==> src/rtl/assert_macros.svh <==
// Assertion macros used by the RTL top level.
`ifndef ASSERT_MACROS_SVH
`define ASSERT_MACROS_SVH

// Same-cycle implication.
`define ASSERT_IMPLIES(label, clk, rst, ante, cons, msg) \
  label: assert property (@(posedge clk) disable iff (rst) (ante) |-> (cons)) else $error(msg);

// Next-cycle implication.
`define ASSERT_NEXT(label, clk, rst, ante, cons, msg) \
  label: assert property (@(posedge clk) disable iff (rst) (ante) |=> (cons)) else $error(msg);

`endif

==> src/rtl/sse_pkg.sv <==
// Types and constants for the sorted set engine.
package sse_pkg;

  localparam logic [2:0] CMD_INSERT      = 3'd0;
  localparam logic [2:0] CMD_SEARCH      = 3'd1;
  localparam logic [2:0] CMD_RM_FIRST    = 3'd2;
  localparam logic [2:0] CMD_RM_LAST     = 3'd3;
  localparam logic [2:0] CMD_RM_AT       = 3'd4;
  localparam logic [2:0] CMD_COUNT_BELOW = 3'd5;

  localparam logic [2:0] RS_DONE    = 3'd0;
  localparam logic [2:0] RS_EMPTY   = 3'd1;
  localparam logic [2:0] RS_FULL    = 3'd2;
  localparam logic [2:0] RS_DUP     = 3'd3;
  localparam logic [2:0] RS_BADPOS  = 3'd4;

  localparam logic [6:0] CAP_RESET = 7'd64;

  typedef struct packed {
    logic [2:0]         command;
    logic signed [31:0] value;
    logic [6:0]         position;
  } in_item_t;

  typedef struct packed {
    logic [2:0] status;
    logic       found;
    logic [6:0] count_below;
    logic [6:0] set_size;
  } out_item_t;

  typedef enum logic [3:0] {
    ST_IDLE,
    ST_DECODE,
    ST_SRCH_RD,
    ST_SRCH_CMP,
    ST_SRCH_END,
    ST_EQ,
    ST_SHIFT_UP,
    ST_INS_WR,
    ST_SHIFT_DN,
    ST_FIN
  } state_t;

  typedef struct packed {
    logic       load_op;
    logic       srch_rd;
    logic       srch_cmp;
    logic       rd_lo;
    logic       up_init;
    logic       up_step;
    logic       ins_wr;
    logic       dn_init;
    logic       dn_sel_pos;
    logic       dn_step;
    logic       dec_count;
    logic       set_res;
    logic [2:0] res_status;
    logic       res_found;
    logic       res_below;
    logic       emit;
  } dp_cmd_t;

  typedef struct packed {
    logic [2:0] op_cmd;
    logic       count_zero;
    logic       full;
    logic       pos_bad;
    logic       lo_lt_hi;
    logic       lo_lt_count;
    logic       eq;
    logic       up_more;
    logic       dn_more;
    logic       pend;
    logic       out_busy;
  } dp_stat_t;

endpackage

==> src/rtl/sse_dp.sv <==
// Datapath: entry store, counters, search bounds and result register.
module sse_dp import sse_pkg::*; #(
  parameter int STORE_DEPTH = 64
) (
  input  logic      clk,
  input  logic      rst,
  input  in_item_t  req,
  input  logic      cfg_we,
  input  logic [6:0] cfg_data,
  input  dp_cmd_t   cmd,
  output dp_stat_t  stat,
  output logic      rsp_valid,
  input  logic      rsp_ready,
  output out_item_t rsp
);

  localparam int AW = (STORE_DEPTH > 1) ? $clog2(STORE_DEPTH) : 1;
  localparam int CW = $clog2(STORE_DEPTH + 1);
  localparam int XW = (CW > 7) ? CW : 7;

  logic signed [31:0] mem [STORE_DEPTH];
  logic signed [31:0] rd_data;
  logic [CW-1:0]      count;
  logic [CW-1:0]      lo;
  logic [CW-1:0]      hi;
  logic [CW-1:0]      mid;
  logic [CW-1:0]      ptr;
  logic               pend;
  logic [AW-1:0]      pend_addr;
  logic [2:0]         op_cmd;
  logic signed [31:0] op_val;
  logic [6:0]         op_pos;
  logic [6:0]         cap;
  logic [2:0]         res_status;
  logic               res_found;
  logic [6:0]         res_below;

  logic [CW:0]        bound_sum;
  logic [CW-1:0]      mid_next;
  logic [CW-1:0]      ptr_dec;
  logic [CW:0]        ptr_inc;
  logic [XW-1:0]      count_x;
  logic [XW-1:0]      cap_x;
  logic [XW-1:0]      pos_x;
  logic [XW-1:0]      lo_x;
  logic               key_lt;
  logic               up_more;
  logic               dn_more;

  logic               wr_en;
  logic [AW-1:0]      wr_addr;
  logic signed [31:0] wr_data;
  logic               rd_en;
  logic [AW-1:0]      rd_addr;

  assign bound_sum = {1'b0, lo} + {1'b0, hi};
  assign mid_next  = bound_sum[CW:1];
  assign ptr_dec   = ptr - CW'(1);
  assign ptr_inc   = {1'b0, ptr} + (CW+1)'(1);
  assign count_x   = XW'(count);
  assign cap_x     = XW'(cap);
  assign pos_x     = XW'(op_pos);
  assign lo_x      = XW'(lo);
  assign key_lt    = rd_data < op_val;
  assign up_more   = ptr > lo;
  assign dn_more   = ptr_inc < {1'b0, count};

  assign stat.op_cmd      = op_cmd;
  assign stat.count_zero  = (count == '0);
  assign stat.full        = (count_x >= cap_x) || (count_x >= XW'(STORE_DEPTH));
  assign stat.pos_bad     = (op_pos == '0) || (pos_x > count_x);
  assign stat.lo_lt_hi    = lo < hi;
  assign stat.lo_lt_count = lo < count;
  assign stat.eq          = (rd_data == op_val);
  assign stat.up_more     = up_more;
  assign stat.dn_more     = dn_more;
  assign stat.pend        = pend;
  assign stat.out_busy    = rsp_valid && !rsp_ready;

  always_comb begin
    wr_en   = ((cmd.up_step || cmd.dn_step) && pend) || cmd.ins_wr;
    wr_addr = cmd.ins_wr ? lo[AW-1:0] : pend_addr;
    wr_data = cmd.ins_wr ? op_val : rd_data;
    rd_en   = cmd.srch_rd || cmd.rd_lo || (cmd.up_step && up_more) ||
              (cmd.dn_step && dn_more);
    if (cmd.srch_rd) begin
      rd_addr = mid_next[AW-1:0];
    end else if (cmd.rd_lo) begin
      rd_addr = lo[AW-1:0];
    end else if (cmd.up_step) begin
      rd_addr = ptr_dec[AW-1:0];
    end else begin
      rd_addr = ptr_inc[AW-1:0];
    end
  end

  always_ff @(posedge clk) begin
    if (wr_en) begin
      mem[wr_addr] <= wr_data;
    end
    if (rd_en) begin
      rd_data <= mem[rd_addr];
    end
  end

  // operands, bounds, pointers
  always_ff @(posedge clk) begin
    if (cmd.load_op) begin
      op_cmd <= req.command;
      op_val <= req.value;
      op_pos <= req.position;
      lo     <= '0;
      hi     <= count;
    end
    if (cmd.srch_rd) begin
      mid <= mid_next;
    end
    if (cmd.srch_cmp) begin
      if (key_lt) begin
        lo <= mid + CW'(1);
      end else begin
        hi <= mid;
      end
    end
    if (cmd.up_init) begin
      ptr <= count;
    end else if (cmd.dn_init) begin
      ptr <= cmd.dn_sel_pos ? CW'(op_pos - 7'd1) : '0;
    end else if (cmd.up_step && up_more) begin
      pend_addr <= ptr[AW-1:0];
      ptr       <= ptr_dec;
    end else if (cmd.dn_step && dn_more) begin
      pend_addr <= ptr[AW-1:0];
      ptr       <= ptr_inc[CW-1:0];
    end
    if (cmd.set_res) begin
      res_status <= cmd.res_status;
      res_found  <= cmd.res_found;
      res_below  <= cmd.res_below ? lo_x[6:0] : 7'd0;
    end
    if (cmd.emit) begin
      rsp.status      <= res_status;
      rsp.found       <= res_found;
      rsp.count_below <= res_below;
      rsp.set_size    <= count_x[6:0];
    end
  end

  // control state
  always_ff @(posedge clk) begin
    if (rst) begin
      count     <= '0;
      pend      <= 1'b0;
      cap       <= CAP_RESET;
      rsp_valid <= 1'b0;
    end else begin
      if (cfg_we) begin
        cap <= cfg_data;
      end
      if (cmd.ins_wr) begin
        count <= count + CW'(1);
      end else if (cmd.dec_count) begin
        count <= count - CW'(1);
      end
      if (cmd.up_init || cmd.dn_init) begin
        pend <= 1'b0;
      end else if (cmd.up_step) begin
        pend <= up_more;
      end else if (cmd.dn_step) begin
        pend <= dn_more;
      end
      if (cmd.emit) begin
        rsp_valid <= 1'b1;
      end else if (rsp_ready) begin
        rsp_valid <= 1'b0;
      end
    end
  end

endmodule

==> src/rtl/sse_ctrl.sv <==
// Controller: command sequencing state machine.
module sse_ctrl import sse_pkg::*; (
  input  logic     clk,
  input  logic     rst,
  input  logic     req_valid,
  output logic     req_ready,
  input  dp_stat_t stat,
  output dp_cmd_t  cmd
);

  state_t state;
  state_t state_next;

  always_ff @(posedge clk) begin
    if (rst) begin
      state <= ST_IDLE;
    end else begin
      state <= state_next;
    end
  end

  always_comb begin
    state_next = state;
    cmd        = '0;
    req_ready  = 1'b0;
    case (state)
      ST_IDLE: begin
        req_ready = 1'b1;
        if (req_valid) begin
          cmd.load_op = 1'b1;
          state_next  = ST_DECODE;
        end
      end
      ST_DECODE: begin
        case (stat.op_cmd)
          CMD_INSERT: begin
            if (stat.full) begin
              cmd.set_res    = 1'b1;
              cmd.res_status = RS_FULL;
              state_next     = ST_FIN;
            end else begin
              state_next = ST_SRCH_RD;
            end
          end
          CMD_SEARCH: begin
            if (stat.count_zero) begin
              cmd.set_res    = 1'b1;
              cmd.res_status = RS_EMPTY;
              state_next     = ST_FIN;
            end else begin
              state_next = ST_SRCH_RD;
            end
          end
          CMD_RM_FIRST: begin
            if (stat.count_zero) begin
              cmd.set_res    = 1'b1;
              cmd.res_status = RS_EMPTY;
              state_next     = ST_FIN;
            end else begin
              cmd.dn_init = 1'b1;
              state_next  = ST_SHIFT_DN;
            end
          end
          CMD_RM_LAST: begin
            cmd.set_res = 1'b1;
            if (stat.count_zero) begin
              cmd.res_status = RS_EMPTY;
            end else begin
              cmd.res_status = RS_DONE;
              cmd.dec_count  = 1'b1;
            end
            state_next = ST_FIN;
          end
          CMD_RM_AT: begin
            if (stat.count_zero) begin
              cmd.set_res    = 1'b1;
              cmd.res_status = RS_EMPTY;
              state_next     = ST_FIN;
            end else if (stat.pos_bad) begin
              cmd.set_res    = 1'b1;
              cmd.res_status = RS_BADPOS;
              state_next     = ST_FIN;
            end else begin
              cmd.dn_init    = 1'b1;
              cmd.dn_sel_pos = 1'b1;
              state_next     = ST_SHIFT_DN;
            end
          end
          CMD_COUNT_BELOW: begin
            state_next = ST_SRCH_RD;
          end
          default: begin
            cmd.set_res    = 1'b1;
            cmd.res_status = RS_DONE;
            state_next     = ST_FIN;
          end
        endcase
      end
      ST_SRCH_RD: begin
        if (stat.lo_lt_hi) begin
          cmd.srch_rd = 1'b1;
          state_next  = ST_SRCH_CMP;
        end else begin
          state_next = ST_SRCH_END;
        end
      end
      ST_SRCH_CMP: begin
        cmd.srch_cmp = 1'b1;
        state_next   = ST_SRCH_RD;
      end
      ST_SRCH_END: begin
        if (stat.op_cmd == CMD_COUNT_BELOW) begin
          cmd.set_res    = 1'b1;
          cmd.res_status = RS_DONE;
          cmd.res_below  = 1'b1;
          state_next     = ST_FIN;
        end else if (stat.lo_lt_count) begin
          cmd.rd_lo  = 1'b1;
          state_next = ST_EQ;
        end else if (stat.op_cmd == CMD_SEARCH) begin
          cmd.set_res    = 1'b1;
          cmd.res_status = RS_DONE;
          state_next     = ST_FIN;
        end else begin
          cmd.up_init = 1'b1;
          state_next  = ST_SHIFT_UP;
        end
      end
      ST_EQ: begin
        if (stat.op_cmd == CMD_SEARCH) begin
          cmd.set_res    = 1'b1;
          cmd.res_status = RS_DONE;
          cmd.res_found  = stat.eq;
          state_next     = ST_FIN;
        end else if (stat.eq) begin
          cmd.set_res    = 1'b1;
          cmd.res_status = RS_DUP;
          state_next     = ST_FIN;
        end else begin
          cmd.up_init = 1'b1;
          state_next  = ST_SHIFT_UP;
        end
      end
      ST_SHIFT_UP: begin
        cmd.up_step = 1'b1;
        if (!stat.up_more) begin
          state_next = ST_INS_WR;
        end
      end
      ST_INS_WR: begin
        cmd.ins_wr     = 1'b1;
        cmd.set_res    = 1'b1;
        cmd.res_status = RS_DONE;
        state_next     = ST_FIN;
      end
      ST_SHIFT_DN: begin
        cmd.dn_step = 1'b1;
        if (!stat.dn_more) begin
          cmd.dec_count  = 1'b1;
          cmd.set_res    = 1'b1;
          cmd.res_status = RS_DONE;
          state_next     = ST_FIN;
        end
      end
      ST_FIN: begin
        if (!stat.out_busy) begin
          cmd.emit   = 1'b1;
          state_next = ST_IDLE;
        end
      end
      default: begin
        state_next = ST_IDLE;
      end
    endcase
  end

endmodule

==> src/rtl/sorted_set_engine.sv <==
// Sorted set engine top level: controller plus datapath.
//
//   channel | dir | payload    | beat
//   req     | in  | in_item_t  | req_valid & req_ready
//   rsp     | out | out_item_t | rsp_valid & rsp_ready
//   cfg     | in  | 7-bit cap  | cfg_valid & cfg_ready
//
// One command at a time, from the accept cycle through the emit cycle. Search and count
// below run a binary search, each step a store read followed by a compare (one store
// read port); insert then shifts the entries from the slot upward up one place; remove
// first/at shift the later entries down one place; remove last and commands answered
// in decode finish without touching the store.
// Synchronous reset empties the set and sets the cap to 64; no clearing pass.
// A finished beat waits in the rsp register; the next req beat is taken meanwhile.
`include "assert_macros.svh"

module sorted_set_engine import sse_pkg::*; #(
  parameter int STORE_DEPTH = 64
) (
  input  logic       clk,
  input  logic       rst,
  input  logic       req_valid,
  output logic       req_ready,
  input  in_item_t   req,
  output logic       rsp_valid,
  input  logic       rsp_ready,
  output out_item_t  rsp,
  input  logic       cfg_valid,
  output logic       cfg_ready,
  input  logic [6:0] cfg_data
);

  dp_cmd_t  cmd;
  dp_stat_t stat;

  assign cfg_ready = 1'b1;

  sse_ctrl u_ctrl (
    .clk       (clk),
    .rst       (rst),
    .req_valid (req_valid),
    .req_ready (req_ready),
    .stat      (stat),
    .cmd       (cmd)
  );

  sse_dp #(
    .STORE_DEPTH (STORE_DEPTH)
  ) u_dp (
    .clk       (clk),
    .rst       (rst),
    .req       (req),
    .cfg_we    (cfg_valid && cfg_ready),
    .cfg_data  (cfg_data),
    .cmd       (cmd),
    .stat      (stat),
    .rsp_valid (rsp_valid),
    .rsp_ready (rsp_ready),
    .rsp       (rsp)
  );

  `ASSERT_NEXT(a_one_at_a_time, clk, rst, req_valid && req_ready, !req_ready, "req while busy")
  `ASSERT_IMPLIES(a_emit_slot_free, clk, rst, cmd.emit, !rsp_valid || rsp_ready, "rsp overwritten")
  `ASSERT_IMPLIES(a_ins_no_pend, clk, rst, cmd.ins_wr, !stat.pend, "insert with shift pending")

endmodule

==> config.mk <==
export PLATFORM = sky130hd
export DESIGN_NAME = sorted_set_engine
export DESIGN_NICKNAME = d
export VERILOG_FILES = /design/src/rtl/sse_pkg.sv /design/src/rtl/sse_dp.sv /design/src/rtl/sse_ctrl.sv /design/src/rtl/sorted_set_engine.sv
export VERILOG_INCLUDE_DIRS = /design/src /design/src/rtl
export SDC_FILE = /design/constraint.sdc
export NUM_CORES = 2
export LEC_CHECK = 0
export BUFFER_PORTS_ARGS = -buffer_cell sky130_fd_sc_hd__buf_2
export CAP_MARGIN = 20
export CORE_MARGIN = 10
export CORE_UTILIZATION = 55
export DETAILED_ROUTE_END_ITERATION = 10
export MAX_ROUTING_LAYER = met4
export PLACE_DENSITY_LB_ADDON = 0.05
export SETUP_SLACK_MARGIN = 0.5
export SLEW_MARGIN = 10
export SYNTH_ARGS = -nofsm -noshare
export SYNTH_HDL_FRONTEND = slang
export SYNTH_SLANG_ARGS = --single-unit
==> constraint.sdc <==
create_clock -name clk -period 5.6 [get_ports clk]
set_input_delay 0.84 -clock clk [delete_from_list [all_inputs] [get_ports clk]]
set_output_delay 0.84 -clock clk [all_outputs]
set_load 0.1 [all_outputs]
==> summary.txt <==
Job
  • Max-cap viol count: 0

Detailed routing
  • DR WL/cell: 30.4 microns
  • DRT antenna net count: 0
  • DRC Markers: 0
  • 1st-iter DRT viols: 7433
  • Routed vias: 56.5k
  • 1st-pass router iterations: 6
  • Final wirelength: 262000 microns
  • Via density: 6.54

Pwr
  • Clk pwr share: 22.2%
  • Pwr Density: 656 nW/um^2
  • Reg power frac: 33.1%
  • Worst IR drop on VDD: 0.502 mV
  • Leak pwr: 34.0 nW
  • Switch share: 41.7%
  • Sw power: 0.0277 W
  • Pint: 0.0387 W
  • Comb power frac: 44.7%

Yosys
  • Ys flop type: edfxtp_1
  • Cells taking the most area after synthesis: edfxtp_1 73%, nand2_1 4.7%, a211oi_1 4.3%, and3_1 3.6%, a311oi_1 2.5%
  • Synth async-reset ratio: 0%
  • Post-Syn Area: 88900 sq um
  • Avg Inst Size Synth: 14.4 sq um
  • Synth top area share: 73.3%
  • Post-synth net total: 6311
  • YS warnings: 0
  • Number of flops mapped to enable cells by yosys: 2171
  • Yosys reg bits: 2205
  • Post-Synthesis Cells: 6169
  • Seq/Total Area, Yosys: 74.1%
  • Post-synth cell types: 76
  • Most frequent cells after synthesis: 2171 x edfxtp_1, 1111 x nand2_1, 517 x and3_1, 515 x a211oi_1, 276 x clkbuf_1
  • Most numerous cell in the Yosys netlist: edfxtp_1
  • Dominant cell type by area after synthesis: edfxtp_1

Timing
  • Fmax: 203 MHz
  • Worst-Margin Slew: 1130 ps
  • Slew Limit Fails: 0
  • Final min period: 4920 ps
  • RSZ-0062 raised after global routing: false
  • Hold Vio Cnt, Final: 0
  • TNS Setup: 0 ps
  • Worst slew margin: 24.7%
  • Final setup vio count: 0
  • Period utilization: 87.8%
  • Max Clock Skew: 35.2 ps
  • Slack of the critical path: 680 ps

Cells and area
  • Layout cell share with drive strength beyond 1: 12.2%
  • Layout area overhead: 13.7%
  • Fillers: 11.8k
  • Fin nets: 6428

Placed design
  • Post-DP HPWL: 148000 microns
  • PortBufs: 73
  • RePlAce Congestion: 0.863
  • Pre-CTS setup slack: 330 ps

Clocking
  • H-tree levels: 4
  • Worst-Skew Late Latency: 870 ps
  • # hold bufs at CTS: 0
  • CTS max path bufs: 3
  • Root Buffer: clkbuf_16
  • Clk slew on worst S/H paths: 60 ps
  • CTS tree: yes
  • Number of buffers created by CTS: 220
  • Clk sinks: 2205

Setup path
  • CP Capture Type: flop
  • Crit Path Category: reg2reg
  • CP max stage delay: 650 ps
  • Crit path launch type: flop
  • Worst path cell trace: ha_1 -> a21oi_1 -> o21ai_0 -> a211o_2 -> inv_2 -> and2_1 -> a211o_4 -> buf_12 -> a211oi_1 -> a311oi_1 -> a22oi_1 -> nand4_1
  • Worst EP required: 6320 ps
  • Crit path DAT: 5640 ps
  • Crit Path Max Fanout: 41
  • Crit path max-delay cell type: a311oi_1

GRT
  • All-Layer GR Usage: 29.6%
  • Pin count of the biggest net entering global routing: 142
  • Antenna violations before repair: 6
  • Remaining Overflow, GRT: 0
  • First-pass GRT wire length: 381000 microns
  • Vias in the first global route: 54.0k

Floorplanning
  • Die area: 178000 sq um
  • # rows: 147
  • Die Wd: 422 microns
  • I/O pins: 75
  • Core footprint: 161000 sq um
  • Initial core utilization: 55.4%
  • Die height: 422 microns

Run status
  • Status: complete, no violations

Hold path
  • Hold Path Class: in2reg
==> layer usage <==
metal	global-route usage, %	wire [microns]	up-vias
met2	44.4	121000	2803
li1	-	-	24400
met3	5.19	24800	381
met4	7.27	5840	0
met5	-	0	-
met1	42.3	111000	28900
==> final cells by class <==
cell class                 instances  area [sq um]  area share [%]
tap                             2160          2700            2.67
sequential                      2205         65900            65.1
clock buffer                     273          5770            5.70
antenna                            2          5.00         0.00495
multi-input combinational       3433         21700            21.5
clock inverter                   132          1360            1.35
inverter                          82           308           0.304
timing repair buffer             344          3370            3.33
==> path summary, 6_finish.rpt <==
path / startpoint / end / slack (ps) / cells past startpoint
hold / removal: req[9] / u_dp.op_val[2] / 160 / 1
setup / recovery: u_dp.lo[2] / u_dp.rd_data[26] / 680 / 12
setup reg to reg: u_dp.lo[2] / u_dp.rd_data[26] / 680 / 12
hold reg to reg: u_dp.res_found / u_dp.rsp[14] / 410 / 0
==> timing repair <==
item | 4_1_cts | 5_1_grt
gates resized for setup | 10 | 4
setup endpoints to repair | 7 | 31
pin swaps | 1 | 2
buffers inserted | 4 | 6
==> per-stage QoR <==
step | area, sq um | util (%) | std cells | power [W] | hold slack [ps]
5_1_grt | 101000 | 63.0 | 8631 | 0.0692 | 133
6_report | 101000 | 63.0 | 8631 | 0.0664 | 155
4_1_cts | 101000 | 62.8 | 8616 | 0.0659 | 113
3_5_place_dp | 93700 | 58.3 | 8207 | 0.0511 | 407
2_1_floorplan | 88900 | - | 6169 | 0.0395 | 400
3_3_place_gp | 93600 | 58.3 | 8206 | 0.0507 | 406
==> flip-flops by register name (all words and copies together), names as in the netlist <==
register / flops
u_dp.mem: 2048
u_dp.op_val: 32
u_dp.rd_data: 32
u_dp.rsp: 18
u_dp.cap: 7
u_dp.count: 7
u_dp.hi: 7
u_dp.lo: 7
u_dp.mid: 7
u_dp.op_pos: 7
u_dp.ptr: 7
u_dp.res_below: 7
u_dp.pend_addr: 6
u_ctrl.state: 4
u_dp.op_cmd: 3
u_dp.res_status: 3
u_dp.pend: 1
u_dp.res_found: 1
u_dp.rsp_valid: 1
==> power groups by stage <==
stage | Clock (W) | Combinational (W) | Sequential [W]
5_1_grt | 0.0155 | 0.0317 | 0.0220
3_3_place_gp | 0 | 0.0285 | 0.0223
6_report | 0.0147 | 0.0297 | 0.0220
4_1_cts | 0.0148 | 0.0291 | 0.0220
2_1_floorplan | 0 | 0.0171 | 0.0223
3_5_place_dp | 0 | 0.0288 | 0.0223
==> kinds of logic after synthesis <==
logic type      Yosys count  synth area share, %
simple gates           1919                 10.0
xor+xnor                 33                0.325
mux                      38                0.445
other cells               1              0.00422
compound gates         1354                 11.3
buf+inv                 531                 2.59
fa+ha+maj                88                 1.26
flops                  2205                 74.1
==> cells in the final DEF (no fill, tap or decap), types with 56 or more instances in the layout <==
cell type and count:
edfxtp_1 2171, nor2_1 56, ha_1 86, nor2_4 65
a22oi_1 121, inv_1 80, buf_2 73, buf_4 194
buf_12 76, a211oi_1 515, clkbuf_16 223, nand2_1 1110
a311oi_1 257, a31oi_1 259, and3_1 517, clkinv_1 59
==> critical path: cells and delay by family (launching register included) <==
kind | cells | cell delay, ps
adders and majority gates | 1 | 360
and+or+nand+nor | 2 | 570
DFF | 1 | 540
buffers and inverters | 2 | 730
AOI/OAI and AO/OA | 7 | 2530
Power figures use the tool's default switching activity.
